### src/hw/rtl/lras_pkg.sv
`default_nettype none
// ----------------------------------------------------------------------------
// Line rasterizer package
// Shared codes and fixed widths of the line rasterizer.
// ----------------------------------------------------------------------------
package lras_pkg;

    localparam int ADDR_W  = 32;
    localparam int PITCH_W = 16;
    localparam int CFG_W   = 32;

    typedef logic [1:0] t_cfg_idx;
    typedef logic [1:0] t_step;
    typedef logic       t_kind;

    // configuration register indexes
    localparam t_cfg_idx CFG_FRAME_BASE = 2'd0;
    localparam t_cfg_idx CFG_ROW_PITCH  = 2'd1;
    localparam t_cfg_idx CFG_PEN_COLOR  = 2'd2;

    localparam logic [PITCH_W-1:0] ROW_PITCH_RESET = 16'd2560;

    // command kinds
    localparam t_kind KIND_START   = 1'b0;
    localparam t_kind KIND_ADVANCE = 1'b1;

    // step direction codes
    localparam t_step STEP_NONE  = 2'd0;
    localparam t_step STEP_PLUS  = 2'd1;
    localparam t_step STEP_MINUS = 2'd3;

endpackage
`default_nettype wire

### src/hw/rtl/lras_in_if.sv
`default_nettype none
// ----------------------------------------------------------------------------
// Line rasterizer command channel
// Valid/ready channel carrying start and advance commands.
// ----------------------------------------------------------------------------
interface lras_in_if #(
    parameter int COORD_BITS = 12
);
    logic                  valid;
    logic                  ready;
    logic                  kind;
    logic [COORD_BITS-1:0] start_x;
    logic [COORD_BITS-1:0] start_y;
    logic [COORD_BITS-1:0] end_x;
    logic [COORD_BITS-1:0] end_y;

    modport source (output valid, kind, start_x, start_y, end_x, end_y, input ready);
    modport sink   (input valid, kind, start_x, start_y, end_x, end_y, output ready);
endinterface
`default_nettype wire

### src/hw/rtl/lras_out_if.sv
`default_nettype none
// ----------------------------------------------------------------------------
// Line rasterizer pixel channel
// Valid/ready channel carrying one pixel write per beat.
// ----------------------------------------------------------------------------
interface lras_out_if #(
    parameter int COORD_BITS = 12
);
    logic                  valid;
    logic                  ready;
    logic [COORD_BITS-1:0] pixel_x;
    logic [COORD_BITS-1:0] pixel_y;
    logic [31:0]           pixel_address;
    logic [31:0]           pixel_value;
    logic                  last_pixel;

    modport source (output valid, pixel_x, pixel_y, pixel_address, pixel_value, last_pixel,
                    input ready);
    modport sink   (input valid, pixel_x, pixel_y, pixel_address, pixel_value, last_pixel,
                    output ready);
endinterface
`default_nettype wire

### src/hw/rtl/lras_step.sv
`default_nettype none
// ----------------------------------------------------------------------------
// Line rasterizer step stage
// Input register, line state and one Bresenham step per advance beat.
// ----------------------------------------------------------------------------
module lras_step #(
    parameter int COORD_BITS = 12
) (
    input  wire logic                          i_clk,
    input  wire logic                          i_rst_n,
    lras_in_if.sink                            i_cmd,
    input  wire logic [lras_pkg::ADDR_W-1:0]   i_frame_base,
    input  wire logic [lras_pkg::PITCH_W-1:0]  i_row_pitch,
    output logic                               o_pre_valid,
    input  wire logic                          i_pre_ready,
    output logic [COORD_BITS-1:0]              o_pre_col,
    output logic [COORD_BITS-1:0]              o_pre_row,
    output logic [lras_pkg::ADDR_W-1:0]        o_pre_row_addr,
    output logic                               o_pre_last
);
    localparam int DW = COORD_BITS + 1;   // signed delta
    localparam int TW = COORD_BITS + 2;   // doubled delta
    localparam int EW = COORD_BITS + 4;   // error term
    localparam int PW = COORD_BITS + lras_pkg::PITCH_W;

    function automatic logic [COORD_BITS-1:0] f_step(
        input logic [COORD_BITS-1:0] c,
        input lras_pkg::t_step       code
    );
        logic [COORD_BITS-1:0] res;
        case (code)
            lras_pkg::STEP_PLUS:  res = c + COORD_BITS'(1);
            lras_pkg::STEP_MINUS: res = c - COORD_BITS'(1);
            default:              res = c;
        endcase
        return res;
    endfunction

    function automatic lras_pkg::t_step f_code(input logic signed [DW-1:0] d);
        lras_pkg::t_step res;
        if (d == '0) begin
            res = lras_pkg::STEP_NONE;
        end else if (d[DW-1]) begin
            res = lras_pkg::STEP_MINUS;
        end else begin
            res = lras_pkg::STEP_PLUS;
        end
        return res;
    endfunction

    // input register
    logic                  r_in_valid;
    lras_pkg::t_kind       r_in_kind;
    logic [COORD_BITS-1:0] r_in_sx, r_in_sy, r_in_ex, r_in_ey;

    // line state
    logic                  r_line_active;
    logic [COORD_BITS-1:0] r_col, r_row, r_goal_col, r_goal_row;
    logic [EW-1:0]         r_err;
    logic [TW-1:0]         r_tdx, r_tdy;
    lras_pkg::t_step       r_step_col, r_step_row;
    logic                  r_x_major;
    logic [31:0]           r_row_addr;

    // result register
    logic                  r_pre_valid;
    logic [COORD_BITS-1:0] r_pre_col, r_pre_row;
    logic [31:0]           r_pre_row_addr;
    logic                  r_pre_last;

    logic                  w_go, w_start, w_emit, w_last;

    // start setup
    logic signed [DW-1:0]  s_dx, s_dy, s_adx, s_ady;
    logic [TW-1:0]         s_tdx, s_tdy;
    logic                  s_xmaj, s_last;
    logic [EW-1:0]         s_err;
    logic [PW-1:0]         s_prod;
    logic [31:0]           s_row_addr;

    // advance step
    logic                  a_ege, a_row_mv, a_col_mv, a_last;
    logic [COORD_BITS-1:0] a_col, a_row;
    logic [EW-1:0]         a_err, a_sub, a_add;
    logic [31:0]           a_row_addr;

    assign w_go        = r_in_valid && (!r_pre_valid || i_pre_ready);
    assign w_start     = (r_in_kind == lras_pkg::KIND_START);
    assign w_emit      = w_start || r_line_active;
    assign w_last      = w_start ? s_last : a_last;
    assign i_cmd.ready = !r_in_valid || w_go;

    always_comb begin
        s_dx   = $signed({1'b0, r_in_ex}) - $signed({1'b0, r_in_sx});
        s_dy   = $signed({1'b0, r_in_ey}) - $signed({1'b0, r_in_sy});
        s_adx  = s_dx[DW-1] ? -s_dx : s_dx;
        s_ady  = s_dy[DW-1] ? -s_dy : s_dy;
        s_tdx  = {1'b0, s_adx[COORD_BITS-1:0], 1'b0};
        s_tdy  = {1'b0, s_ady[COORD_BITS-1:0], 1'b0};
        s_xmaj = s_tdx > s_tdy;
        if (s_xmaj) begin
            s_err = EW'(s_tdy) - EW'(s_tdx[TW-1:1]);
        end else begin
            s_err = EW'(s_tdx) - EW'(s_tdy[TW-1:1]);
        end
        s_prod     = PW'(r_in_sy) * PW'(i_row_pitch);
        s_row_addr = i_frame_base + 32'(s_prod);
        s_last     = s_xmaj ? (r_in_sx == r_in_ex) : (r_in_sy == r_in_ey);
    end

    always_comb begin
        a_ege    = !r_err[EW-1];
        a_row_mv = !r_x_major || a_ege;
        a_col_mv = r_x_major || a_ege;
        a_col    = a_col_mv ? f_step(r_col, r_step_col) : r_col;
        a_row    = a_row_mv ? f_step(r_row, r_step_row) : r_row;
        a_sub    = r_x_major ? EW'(r_tdx) : EW'(r_tdy);
        a_add    = r_x_major ? EW'(r_tdy) : EW'(r_tdx);
        a_err    = r_err - (a_ege ? a_sub : '0) + a_add;
        a_row_addr = r_row_addr;
        if (a_row_mv) begin
            case (r_step_row)
                lras_pkg::STEP_PLUS:  a_row_addr = r_row_addr + 32'(i_row_pitch);
                lras_pkg::STEP_MINUS: a_row_addr = r_row_addr - 32'(i_row_pitch);
                default:              a_row_addr = r_row_addr;
            endcase
        end
        a_last = r_x_major ? (a_col == r_goal_col) : (a_row == r_goal_row);
    end

    // control state
    always_ff @(posedge i_clk) begin
        if (!i_rst_n) begin
            r_in_valid    <= 1'b0;
            r_pre_valid   <= 1'b0;
            r_line_active <= 1'b0;
        end else begin
            if (i_cmd.ready) begin
                r_in_valid <= i_cmd.valid;
            end
            if (w_go) begin
                r_pre_valid <= w_emit;
            end else if (i_pre_ready) begin
                r_pre_valid <= 1'b0;
            end
            if (w_go && w_emit) begin
                r_line_active <= !w_last;
            end
        end
    end

    // payload and line datapath
    always_ff @(posedge i_clk) begin
        if (i_cmd.valid && i_cmd.ready) begin
            r_in_kind <= i_cmd.kind;
            r_in_sx   <= i_cmd.start_x;
            r_in_sy   <= i_cmd.start_y;
            r_in_ex   <= i_cmd.end_x;
            r_in_ey   <= i_cmd.end_y;
        end
        if (w_go && w_start) begin
            r_col      <= r_in_sx;
            r_row      <= r_in_sy;
            r_goal_col <= r_in_ex;
            r_goal_row <= r_in_ey;
            r_tdx      <= s_tdx;
            r_tdy      <= s_tdy;
            r_step_col <= f_code(s_dx);
            r_step_row <= f_code(s_dy);
            r_x_major  <= s_xmaj;
            r_err      <= s_err;
            r_row_addr <= s_row_addr;
        end else if (w_go && r_line_active) begin
            r_col      <= a_col;
            r_row      <= a_row;
            r_err      <= a_err;
            r_row_addr <= a_row_addr;
        end
        if (w_go && w_emit) begin
            r_pre_col      <= w_start ? r_in_sx : a_col;
            r_pre_row      <= w_start ? r_in_sy : a_row;
            r_pre_row_addr <= w_start ? s_row_addr : a_row_addr;
            r_pre_last     <= w_last;
        end
    end

    assign o_pre_valid    = r_pre_valid;
    assign o_pre_col      = r_pre_col;
    assign o_pre_row      = r_pre_row;
    assign o_pre_row_addr = r_pre_row_addr;
    assign o_pre_last     = r_pre_last;

`ifndef SYNTHESIS
    a_last_ends_line: assert property (@(posedge i_clk) disable iff (!i_rst_n)
        (w_go && w_emit && w_last) |=> !r_line_active)
        else $error("line still active after its endpoint pixel");

    a_idle_advance_silent: assert property (@(posedge i_clk) disable iff (!i_rst_n)
        (w_go && (r_in_kind == lras_pkg::KIND_ADVANCE) && !r_line_active) |=> !r_pre_valid)
        else $error("advance without an active line produced a pixel");

    a_xmajor_delta: assert property (@(posedge i_clk) disable iff (!i_rst_n)
        (r_line_active && r_x_major) |-> (r_tdx != '0))
        else $error("x-major line with zero x delta");
`endif

endmodule
`default_nettype wire

### src/hw/rtl/lras_addr.sv
`default_nettype none
// ----------------------------------------------------------------------------
// Line rasterizer address stage
// Adds the column offset to the row start and holds the pixel beat.
// ----------------------------------------------------------------------------
module lras_addr #(
    parameter int COORD_BITS = 12
) (
    input  wire logic                        i_clk,
    input  wire logic                        i_rst_n,
    input  wire logic                        i_pre_valid,
    output logic                             o_pre_ready,
    input  wire logic [COORD_BITS-1:0]       i_pre_col,
    input  wire logic [COORD_BITS-1:0]       i_pre_row,
    input  wire logic [lras_pkg::ADDR_W-1:0] i_pre_row_addr,
    input  wire logic                        i_pre_last,
    input  wire logic [lras_pkg::CFG_W-1:0]  i_pen_color,
    lras_out_if.source                       o_pix
);
    logic                  r_out_valid;
    logic [COORD_BITS-1:0] r_out_x, r_out_y;
    logic [31:0]           r_out_addr;
    logic                  r_out_last;

    assign o_pre_ready = !r_out_valid || o_pix.ready;

    always_ff @(posedge i_clk) begin
        if (!i_rst_n) begin
            r_out_valid <= 1'b0;
        end else if (o_pre_ready) begin
            r_out_valid <= i_pre_valid;
        end
    end

    always_ff @(posedge i_clk) begin
        if (i_pre_valid && o_pre_ready) begin
            r_out_x    <= i_pre_col;
            r_out_y    <= i_pre_row;
            r_out_addr <= i_pre_row_addr + 32'({i_pre_col, 2'b00});
            r_out_last <= i_pre_last;
        end
    end

    assign o_pix.valid         = r_out_valid;
    assign o_pix.pixel_x       = r_out_x;
    assign o_pix.pixel_y       = r_out_y;
    assign o_pix.pixel_address = r_out_addr;
    assign o_pix.pixel_value   = i_pen_color;
    assign o_pix.last_pixel    = r_out_last;

endmodule
`default_nettype wire

### src/hw/rtl/line_rasterizer_unit.sv
`default_nettype none
// ----------------------------------------------------------------------------
// Line rasterizer unit
// Bresenham line walker producing 32-bit frame buffer pixel writes.
// ----------------------------------------------------------------------------
// Usage:
//   i_cmd carries commands. kind START loads both endpoints and emits the
//   first pixel; kind ADVANCE emits the next pixel of the active line and is
//   dropped without a beat when no line is active. A START during a line
//   abandons the old line.
//   o_pix carries one pixel per beat: x, y, byte address
//   (frame_base + y * row_pitch + 4 * x, modulo 2^32), pen color and a flag
//   on the endpoint pixel, which also ends the line.
//   Configuration: write frame_base, row_pitch, pen_color through
//   i_cfg_we/i_cfg_index/i_cfg_data while no command is in flight.
//   Timing: one command per cycle sustained while o_pix is not stalled; a
//   pixel passes the input register, step register and address register
//   after its command beat. The step loop (error update, row address +/-
//   pitch) closes within the step register, which sets the rate.
//   Reset: no line active, frame_base 0, row_pitch 2560, pen_color 0.
//   Stall: a stalled o_pix holds its beat; the two stages behind it keep
//   filling, then i_cmd.ready drops until the pixel is taken.
// ----------------------------------------------------------------------------
module line_rasterizer_unit #(
    parameter int COORD_BITS = 12
) (
    input  wire logic                         i_clk,
    input  wire logic                         i_rst_n,
    lras_in_if.sink                           i_cmd,
    lras_out_if.source                        o_pix,
    input  wire logic                         i_cfg_we,
    input  wire lras_pkg::t_cfg_idx           i_cfg_index,
    input  wire logic [lras_pkg::CFG_W-1:0]   i_cfg_data
);
    // configuration registers
    logic [lras_pkg::ADDR_W-1:0]  r_frame_base;
    logic [lras_pkg::PITCH_W-1:0] r_row_pitch;
    logic [lras_pkg::CFG_W-1:0]   r_pen_color;

    // step stage to address stage
    logic                         w_pre_valid;
    logic                         w_pre_ready;
    logic [COORD_BITS-1:0]        w_pre_col;
    logic [COORD_BITS-1:0]        w_pre_row;
    logic [lras_pkg::ADDR_W-1:0]  w_pre_row_addr;
    logic                         w_pre_last;

    // Take register writes; an index past the list is dropped.
    always_ff @(posedge i_clk) begin
        if (!i_rst_n) begin
            r_frame_base <= '0;
            r_row_pitch  <= lras_pkg::ROW_PITCH_RESET;
            r_pen_color  <= '0;
        end else if (i_cfg_we) begin
            case (i_cfg_index)
                lras_pkg::CFG_FRAME_BASE: r_frame_base <= i_cfg_data;
                lras_pkg::CFG_ROW_PITCH:  r_row_pitch  <= i_cfg_data[lras_pkg::PITCH_W-1:0];
                lras_pkg::CFG_PEN_COLOR:  r_pen_color  <= i_cfg_data;
                default: ;
            endcase
        end
    end

    // Walk the line: set up on START, one Bresenham step per ADVANCE.
    lras_step #(
        .COORD_BITS (COORD_BITS)
    ) u_step (
        .i_clk          (i_clk),
        .i_rst_n        (i_rst_n),
        .i_cmd          (i_cmd),
        .i_frame_base   (r_frame_base),
        .i_row_pitch    (r_row_pitch),
        .o_pre_valid    (w_pre_valid),
        .i_pre_ready    (w_pre_ready),
        .o_pre_col      (w_pre_col),
        .o_pre_row      (w_pre_row),
        .o_pre_row_addr (w_pre_row_addr),
        .o_pre_last     (w_pre_last)
    );

    // Add the column offset and hold the pixel beat for the writer.
    lras_addr #(
        .COORD_BITS (COORD_BITS)
    ) u_addr (
        .i_clk          (i_clk),
        .i_rst_n        (i_rst_n),
        .i_pre_valid    (w_pre_valid),
        .o_pre_ready    (w_pre_ready),
        .i_pre_col      (w_pre_col),
        .i_pre_row      (w_pre_row),
        .i_pre_row_addr (w_pre_row_addr),
        .i_pre_last     (w_pre_last),
        .i_pen_color    (r_pen_color),
        .o_pix          (o_pix)
    );

endmodule
`default_nettype wire

### src/flat_wrapper.sv
// flat-port wrapper written by rule: the top's interface ports become plain ports
module line_rasterizer_unit_flat 
#(
    parameter int COORD_BITS = 12
)
  (i_clk, i_rst_n, i_cfg_we, i_cfg_index, i_cfg_data, i_cmd_valid, i_cmd_kind, i_cmd_start_x, i_cmd_start_y, i_cmd_end_x, i_cmd_end_y, i_cmd_ready, o_pix_valid, o_pix_pixel_x, o_pix_pixel_y, o_pix_pixel_address, o_pix_pixel_value, o_pix_last_pixel, o_pix_ready);
  lras_in_if #(.COORD_BITS(COORD_BITS)) i_cmd_i ();
  lras_out_if #(.COORD_BITS(COORD_BITS)) o_pix_i ();
  input  wire logic i_clk;
  input  wire logic i_rst_n;
  input  wire logic i_cfg_we;
  input  wire lras_pkg::t_cfg_idx i_cfg_index;
  input  wire logic [lras_pkg::CFG_W-1:0] i_cfg_data;
  input wire logic [$bits(i_cmd_i.valid)-1:0] i_cmd_valid;
  input wire logic [$bits(i_cmd_i.kind)-1:0] i_cmd_kind;
  input wire logic [$bits(i_cmd_i.start_x)-1:0] i_cmd_start_x;
  input wire logic [$bits(i_cmd_i.start_y)-1:0] i_cmd_start_y;
  input wire logic [$bits(i_cmd_i.end_x)-1:0] i_cmd_end_x;
  input wire logic [$bits(i_cmd_i.end_y)-1:0] i_cmd_end_y;
  output wire logic [$bits(i_cmd_i.ready)-1:0] i_cmd_ready;
  output wire logic [$bits(o_pix_i.valid)-1:0] o_pix_valid;
  output wire logic [$bits(o_pix_i.pixel_x)-1:0] o_pix_pixel_x;
  output wire logic [$bits(o_pix_i.pixel_y)-1:0] o_pix_pixel_y;
  output wire logic [$bits(o_pix_i.pixel_address)-1:0] o_pix_pixel_address;
  output wire logic [$bits(o_pix_i.pixel_value)-1:0] o_pix_pixel_value;
  output wire logic [$bits(o_pix_i.last_pixel)-1:0] o_pix_last_pixel;
  input wire logic [$bits(o_pix_i.ready)-1:0] o_pix_ready;
  assign i_cmd_i.valid = i_cmd_valid;
  assign i_cmd_i.kind = i_cmd_kind;
  assign i_cmd_i.start_x = i_cmd_start_x;
  assign i_cmd_i.start_y = i_cmd_start_y;
  assign i_cmd_i.end_x = i_cmd_end_x;
  assign i_cmd_i.end_y = i_cmd_end_y;
  assign i_cmd_ready = i_cmd_i.ready;
  assign o_pix_valid = o_pix_i.valid;
  assign o_pix_pixel_x = o_pix_i.pixel_x;
  assign o_pix_pixel_y = o_pix_i.pixel_y;
  assign o_pix_pixel_address = o_pix_i.pixel_address;
  assign o_pix_pixel_value = o_pix_i.pixel_value;
  assign o_pix_last_pixel = o_pix_i.last_pixel;
  assign o_pix_i.ready = o_pix_ready;
  line_rasterizer_unit #(.COORD_BITS(COORD_BITS)) u_core (.i_clk(i_clk), .i_rst_n(i_rst_n), .i_cmd(i_cmd_i), .o_pix(o_pix_i), .i_cfg_we(i_cfg_we), .i_cfg_index(i_cfg_index), .i_cfg_data(i_cfg_data));
endmodule
### config.mk
export PLATFORM = sky130hd
export DESIGN_NAME = line_rasterizer_unit_flat
export DESIGN_NICKNAME = d
export VERILOG_FILES = /design/src/hw/rtl/lras_pkg.sv /design/src/hw/rtl/lras_in_if.sv /design/src/hw/rtl/lras_out_if.sv /design/src/hw/rtl/lras_step.sv /design/src/hw/rtl/lras_addr.sv /design/src/hw/rtl/line_rasterizer_unit.sv /design/src/flat_wrapper.sv
export SDC_FILE = /design/constraint.sdc
export NUM_CORES = 1
export LEC_CHECK = 0
export ABC_AREA = 1
export BUFFER_PORTS_ARGS = -buffer_cell sky130_fd_sc_hd__clkbuf_2
export CORE_ASPECT_RATIO = 1.25
export CORE_MARGIN = 1
export CORE_UTILIZATION = 38
export CTS_CLUSTER_DIAMETER = 30
export DETAILED_ROUTE_END_ITERATION = 12
export PLACE_DENSITY = 0.64
export SYNTH_ARGS = -nofsm -noshare
export SYNTH_HDL_FRONTEND = slang
export SYNTH_SLANG_ARGS = --single-unit
### constraint.sdc
create_clock -name i_clk -period 6.55 [get_ports i_clk]
set_input_delay 0 -clock i_clk [delete_from_list [all_inputs] [get_ports i_clk]]
set_output_delay 0 -clock i_clk [all_outputs]
set_load 0.1 [all_outputs]
==> summary by stage <==
Floorplanning
The die is 255 microns wide. The die is 318 microns tall. The total number of placement rows is 115. The core region is 78900 sq um. The die covers ~81000 sq um. The number of top-level pins is about 180. For this configuration, the core starts out at a cell density of 0.385.

CTS
After clock tree synthesis, the clock-pin slew on the worst setup and hold paths is 0.05 ns. The clock latency reported for the late side of the worst-skew pair is 0.65 ns. In this run the number of H-tree levels came out at 3. TritonCTS built the clock tree. The sink count of the clock tree is 371. The buffer type at the clock tree root is sky130_fd_sc_hd__clkbuf_16. In this run the deepest clock path goes through 3 buffers. In this run, CTS created clock tree buffers numbering 86.

Yosys
The most frequent cell after synthesis is sky130_fd_sc_hd__nand2_1. The number of nets in the synthesized netlist is 4270. The total of warnings raised by yosys is 0. The post-synthesis cell count is 3784. The distinct cell type count of the synthesized netlist is 63. The share of the Yosys chip area taken by registers is 0.339. The post-synthesis register bit count is 371. Counting flops with a built-in enable in the synthesized netlist gives 287. The most used flip-flop cell after synthesis is sky130_fd_sc_hd__edfxtp_1. The biggest area consumer among synthesized cells is sky130_fd_sc_hd__edfxtp_1. A synthesized cell averages 8.02 sq um.

Yosys attributes the largest share of cell area to sky130_fd_sc_hd__edfxtp_1, sky130_fd_sc_hd__fa_1, sky130_fd_sc_hd__nand2_1. Counting instances in the post-synthesis netlist gives the leading cell types as sky130_fd_sc_hd__nand2_1, sky130_fd_sc_hd__inv_1, sky130_fd_sc_hd__edfxtp_1. The proportion of register bits with asynchronous set or reset after synthesis is 0.

In this run the cell area of the synthesized design comes to 30400 sq um. Of the post-synthesis cell area, the dominant cell type holds 0.284.

Timing
The summed negative setup slack over all endpoints is 0 ns. The maximum operating frequency is between 0.15 and 0.2 GHz. The final number of max-transition violations came to 0.

For the pin with the worst max-slew slack, the measured transition is 1.04 ns. Setup repair after global routing left no endpoint under its margin. Measured against its own limit, the worst slew margin works out to 0.308.

The worst path in the final design needs a cycle of 6.16 ns, including I/O delays and setup. Setup violations remaining at the end of the flow were counted as 0. The share of the clock period used by the worst path after layout is 0.940. The worst-case clock skew is 0.0345 ns. The number of hold violations in the final report is 0.

Setup path
The critical path ends at u_core.u_step.r_row_addr[28]$_DFFE_PP_. The endpoint identified for the worst register-to-register timing path is u_core.u_step.r_row_addr[28]$_DFFE_PP_. The capturing element type of the critical path is a flip-flop. The number of cells on the worst reg-to-reg path is 21. For this run, the slowest stage of the critical path takes 0.88 ns.

Of all nets on the critical path, the largest fanout is 17. The data required time of the worst path is about 6.9 ns. The slowest stage of the critical path belongs to the cell sky130_fd_sc_hd__edfxtp_1. The type of the worst setup path is flip-flop to flip-flop. The signal on the critical path passes through nand2_1 > fa_1 > inv_1 > fa_1 > fa_1 > fa_1 > inv_1 > fa_1 > inv_1 > ha_1 > nand2_1 > nor4_1 > nand3_1 > nand3_1 > nand3_1 > nand2_1 > nand2_1 > nand2_1 > a21oi_1 > o21ai_0 > o21ai_1.

The beginning of the worst register-to-register path is u_core.u_step.r_in_sy[11]$_DFFE_PP_. Data arrives at the worst endpoint at 6.52 ns. The worst setup path is launched from a flip-flop. Broken down by cell family, the worst path's largest delay share belongs to adder cells. The launching element of the worst setup path is u_core.u_step.r_in_sy[11]$_DFFE_PP_. The setup slack on the worst flop-to-flop path is 0.39 ns. The count of cell instances traversed by the critical path is 21.

The worst path buffer plus inverter count is 3.

GRT
met2 is the most crowded layer. The total congestion overflow after global routing is 0. The initial antenna violation count was 0. The total track usage is 0.213. The first-pass GRT wire length is 135 mm. The met3 demand-to-capacity share in global routing is 0.0281. The maximum number of pins on one net before global-route repair is 83. For this run, global-route usage on met2 was measured as 0.375.

The via count of the first global-routing pass is between 20k and 30k. The fraction of met1 tracks used by global routing is 0.261.

Routing
After detailed routing, the total wire length is around 85 mm. Once detail routing completed, the nets flagged for antenna violations numbered 0. In the final routed layout, each cell accounts on average for 16.4 microns.

Detailed routing inserted a total of 25.4k vias. Using the TritonRoute via totals, the vias-per-cell ratio works out to 4.91. The DRC violation total after the first TritonRoute iteration is 1555.

The length of the first detailed-routing pass in iterations is 5. In the routed design, unresolved DRC markers number 0.

Cells and area
The layout filler cell count is about 7.7k. The total inserted antenna cells is 0. The multi-input gate area in the final layout is 16900 sq um.

The storage element area is 10300 sq um. The count of nets after finishing is ~4.5k. Of the cells placed in the final design, the portion with a size suffix greater than 1 is 0.111. The signed area change from the synthesized netlist to the final layout is 19.5%.

The end-of-flow core utilization is 0.460.

Placed design
The detailed placer's ending HPWL is 64.8 mm. The final weighted congestion of routability-driven global placement is 0.928. The number of port buffers is between 150 and 200.

Min path
The worst hold path passes through 2 cells. The worst hold path class is input pin to flip-flop.

Run status
The run finished with clean final reports.

Pwr
Dividing total power by cell area gives a power density of 320 nW/um^2. The leakage power figure is 0.0178 uW. VDD sags by at most about 0.18 mV.

Flow run
Max-cap violations in this run came to 0.
==> per-layer routing <==
metal / wire length [microns] / share of wire
met5: 0 / 0
met2: 42000 / 0.49
met3: 4360 / 0.051
met1: 36100 / 0.42
met4: 2550 / 0.030
==> worst min path at each step <==
stage                      from                                  to  slack, ns
6_report       i_cmd_start_x[0]  u_core.u_step.r_in_sx[0]$_DFFE_PP_       0.06
5_1_grt        i_cmd_start_y[3]  u_core.u_step.r_in_sy[3]$_DFFE_PP_       0.04
4_1_cts        i_cmd_start_y[3]  u_core.u_step.r_in_sy[3]$_DFFE_PP_       0.03
3_5_place_dp     i_cmd_end_y[4]  u_core.u_step.r_in_ey[4]$_DFFE_PP_       0.18
3_3_place_gp     i_cmd_end_y[6]  u_core.u_step.r_in_ey[6]$_DFFE_PP_       0.18
2_1_floorplan    i_cmd_end_x[0]  u_core.u_step.r_in_ex[0]$_DFFE_PP_        0.1
==> report_power, final <==
group	internal (uW)	total [uW]	leakage [uW]	switching (uW)
Clock	2880	4410	0.00145	1540
Sequential	2800	2940	0.00335	132
Combinational	1480	4260	0.0130	2790
Total	7160	11600	0.0178	4450
==> cells by family (layout without fill, tap and decap cells) <==
| family | count (synthesis) | count (layout) | share of synthesized area |
|---|---|---|---|
| DFF | 371 | 371 | 0.339 |
| xor gates and xnor gates | 112 | 112 | 0.0335 |
| and+or+nand+nor | 1496 | 1496 | 0.209 |
| adders and majority gates | 398 | 398 | 0.210 |
| buffers and inverters | 831 | 1168 | 0.104 |
| AOI/OAI and AO/OA | 576 | 576 | 0.103 |
==> state kept, by name, indices dropped and copies added (netlist names), 12 cells and up <==
| signal | cells |
|---|---|
| u_core.r_frame_base | 32 |
| u_core.r_pen_color | 32 |
| u_core.u_addr.o_pix.pixel_address | 32 |
| u_core.u_step.o_pre_row_addr | 32 |
| u_core.u_step.r_row_addr | 32 |
| u_core.r_row_pitch | 16 |
| u_core.u_step.r_err | 15 |
| u_core.u_addr.o_pix.pixel_x | 12 |
| u_core.u_addr.o_pix.pixel_y | 12 |
| u_core.u_step.o_pre_col | 12 |
| u_core.u_step.o_pre_row | 12 |
| u_core.u_step.r_col | 12 |
| u_core.u_step.r_goal_col | 12 |
| u_core.u_step.r_goal_row | 12 |
| u_core.u_step.r_in_ex | 12 |
| u_core.u_step.r_in_ey | 12 |
| u_core.u_step.r_in_sx | 12 |
| u_core.u_step.r_in_sy | 12 |
| u_core.u_step.r_row | 12 |
| u_core.u_step.r_tdx | 12 |
| u_core.u_step.r_tdy | 12 |
==> timing repair <==
action                                 in CTS  in global routing
endpoints found under the hold margin     134                  0
setup buffers                               0                  4
setup endpoints to repair                   0                  5
hold buffers                               94                  0
resized for setup                           0                  1
==> cell usage in the layout (no fill, tap or decap), types with 7 or more instances in the layout <==
cell type / n
sky130_fd_sc_hd__nor2_1: 276
sky130_fd_sc_hd__nor3_1: 20
sky130_fd_sc_hd__edfxtp_1: 287
sky130_fd_sc_hd__clkinv_4: 10
sky130_fd_sc_hd__inv_1: 694
sky130_fd_sc_hd__clkbuf_2: 178
sky130_fd_sc_hd__a21oi_1: 185
sky130_fd_sc_hd__ha_1: 210
sky130_fd_sc_hd__fa_1: 188
sky130_fd_sc_hd__nand3b_1: 24
sky130_fd_sc_hd__nand4_1: 37
sky130_fd_sc_hd__inv_6: 13
sky130_fd_sc_hd__nand2_1: 895
sky130_fd_sc_hd__nor4_1: 8
sky130_fd_sc_hd__o21ai_0: 270
sky130_fd_sc_hd__buf_4: 26
sky130_fd_sc_hd__or2_2: 18
sky130_fd_sc_hd__clkbuf_16: 90
sky130_fd_sc_hd__a211oi_1: 15
sky130_fd_sc_hd__clkinvlp_4: 8
sky130_fd_sc_hd__dlygate4sd3_1: 94
sky130_fd_sc_hd__o21ai_1: 17
sky130_fd_sc_hd__clkinv_2: 10
sky130_fd_sc_hd__a31oi_1: 19
sky130_fd_sc_hd__xor2_1: 67
sky130_fd_sc_hd__bufinv_16: 8
sky130_fd_sc_hd__clkbuf_1: 9
sky130_fd_sc_hd__nand3_1: 156
sky130_fd_sc_hd__o21bai_1: 13
sky130_fd_sc_hd__dfxtp_1: 84
sky130_fd_sc_hd__a21o_1: 12
sky130_fd_sc_hd__nand2_2: 25
sky130_fd_sc_hd__xnor2_1: 40
sky130_fd_sc_hd__inv_2: 12
sky130_fd_sc_hd__o211ai_1: 7
==> through the flow <==
step	area (sq um)	worst slack, ns	power, uW	hold slack [ns]	instances
3_3_place_gp	32300	0.324	7120	0.179	4916
6_report	36300	0.391	11600	0.0640	5174
5_1_grt	36300	0.0432	12400	0.0438	5174
3_5_place_dp	32300	0.321	7150	0.179	4916
2_1_floorplan	30400	1.07	6100	0.0989	3784
4_1_cts	36200	0.306	11700	0.0276	5170
==> final cells by class <==
type | count | share of cell area
clock buffers | 99 | 0.0630
well taps | 1053 | 0.0363
clock inverters | 61 | 0.0200
repair buffers | 300 | 0.0570
flip-flops and latches | 371 | 0.284
multi-input cells | 2582 | 0.467
inverters | 708 | 0.0733
Note: power is estimated with default switching activity, not from simulation.
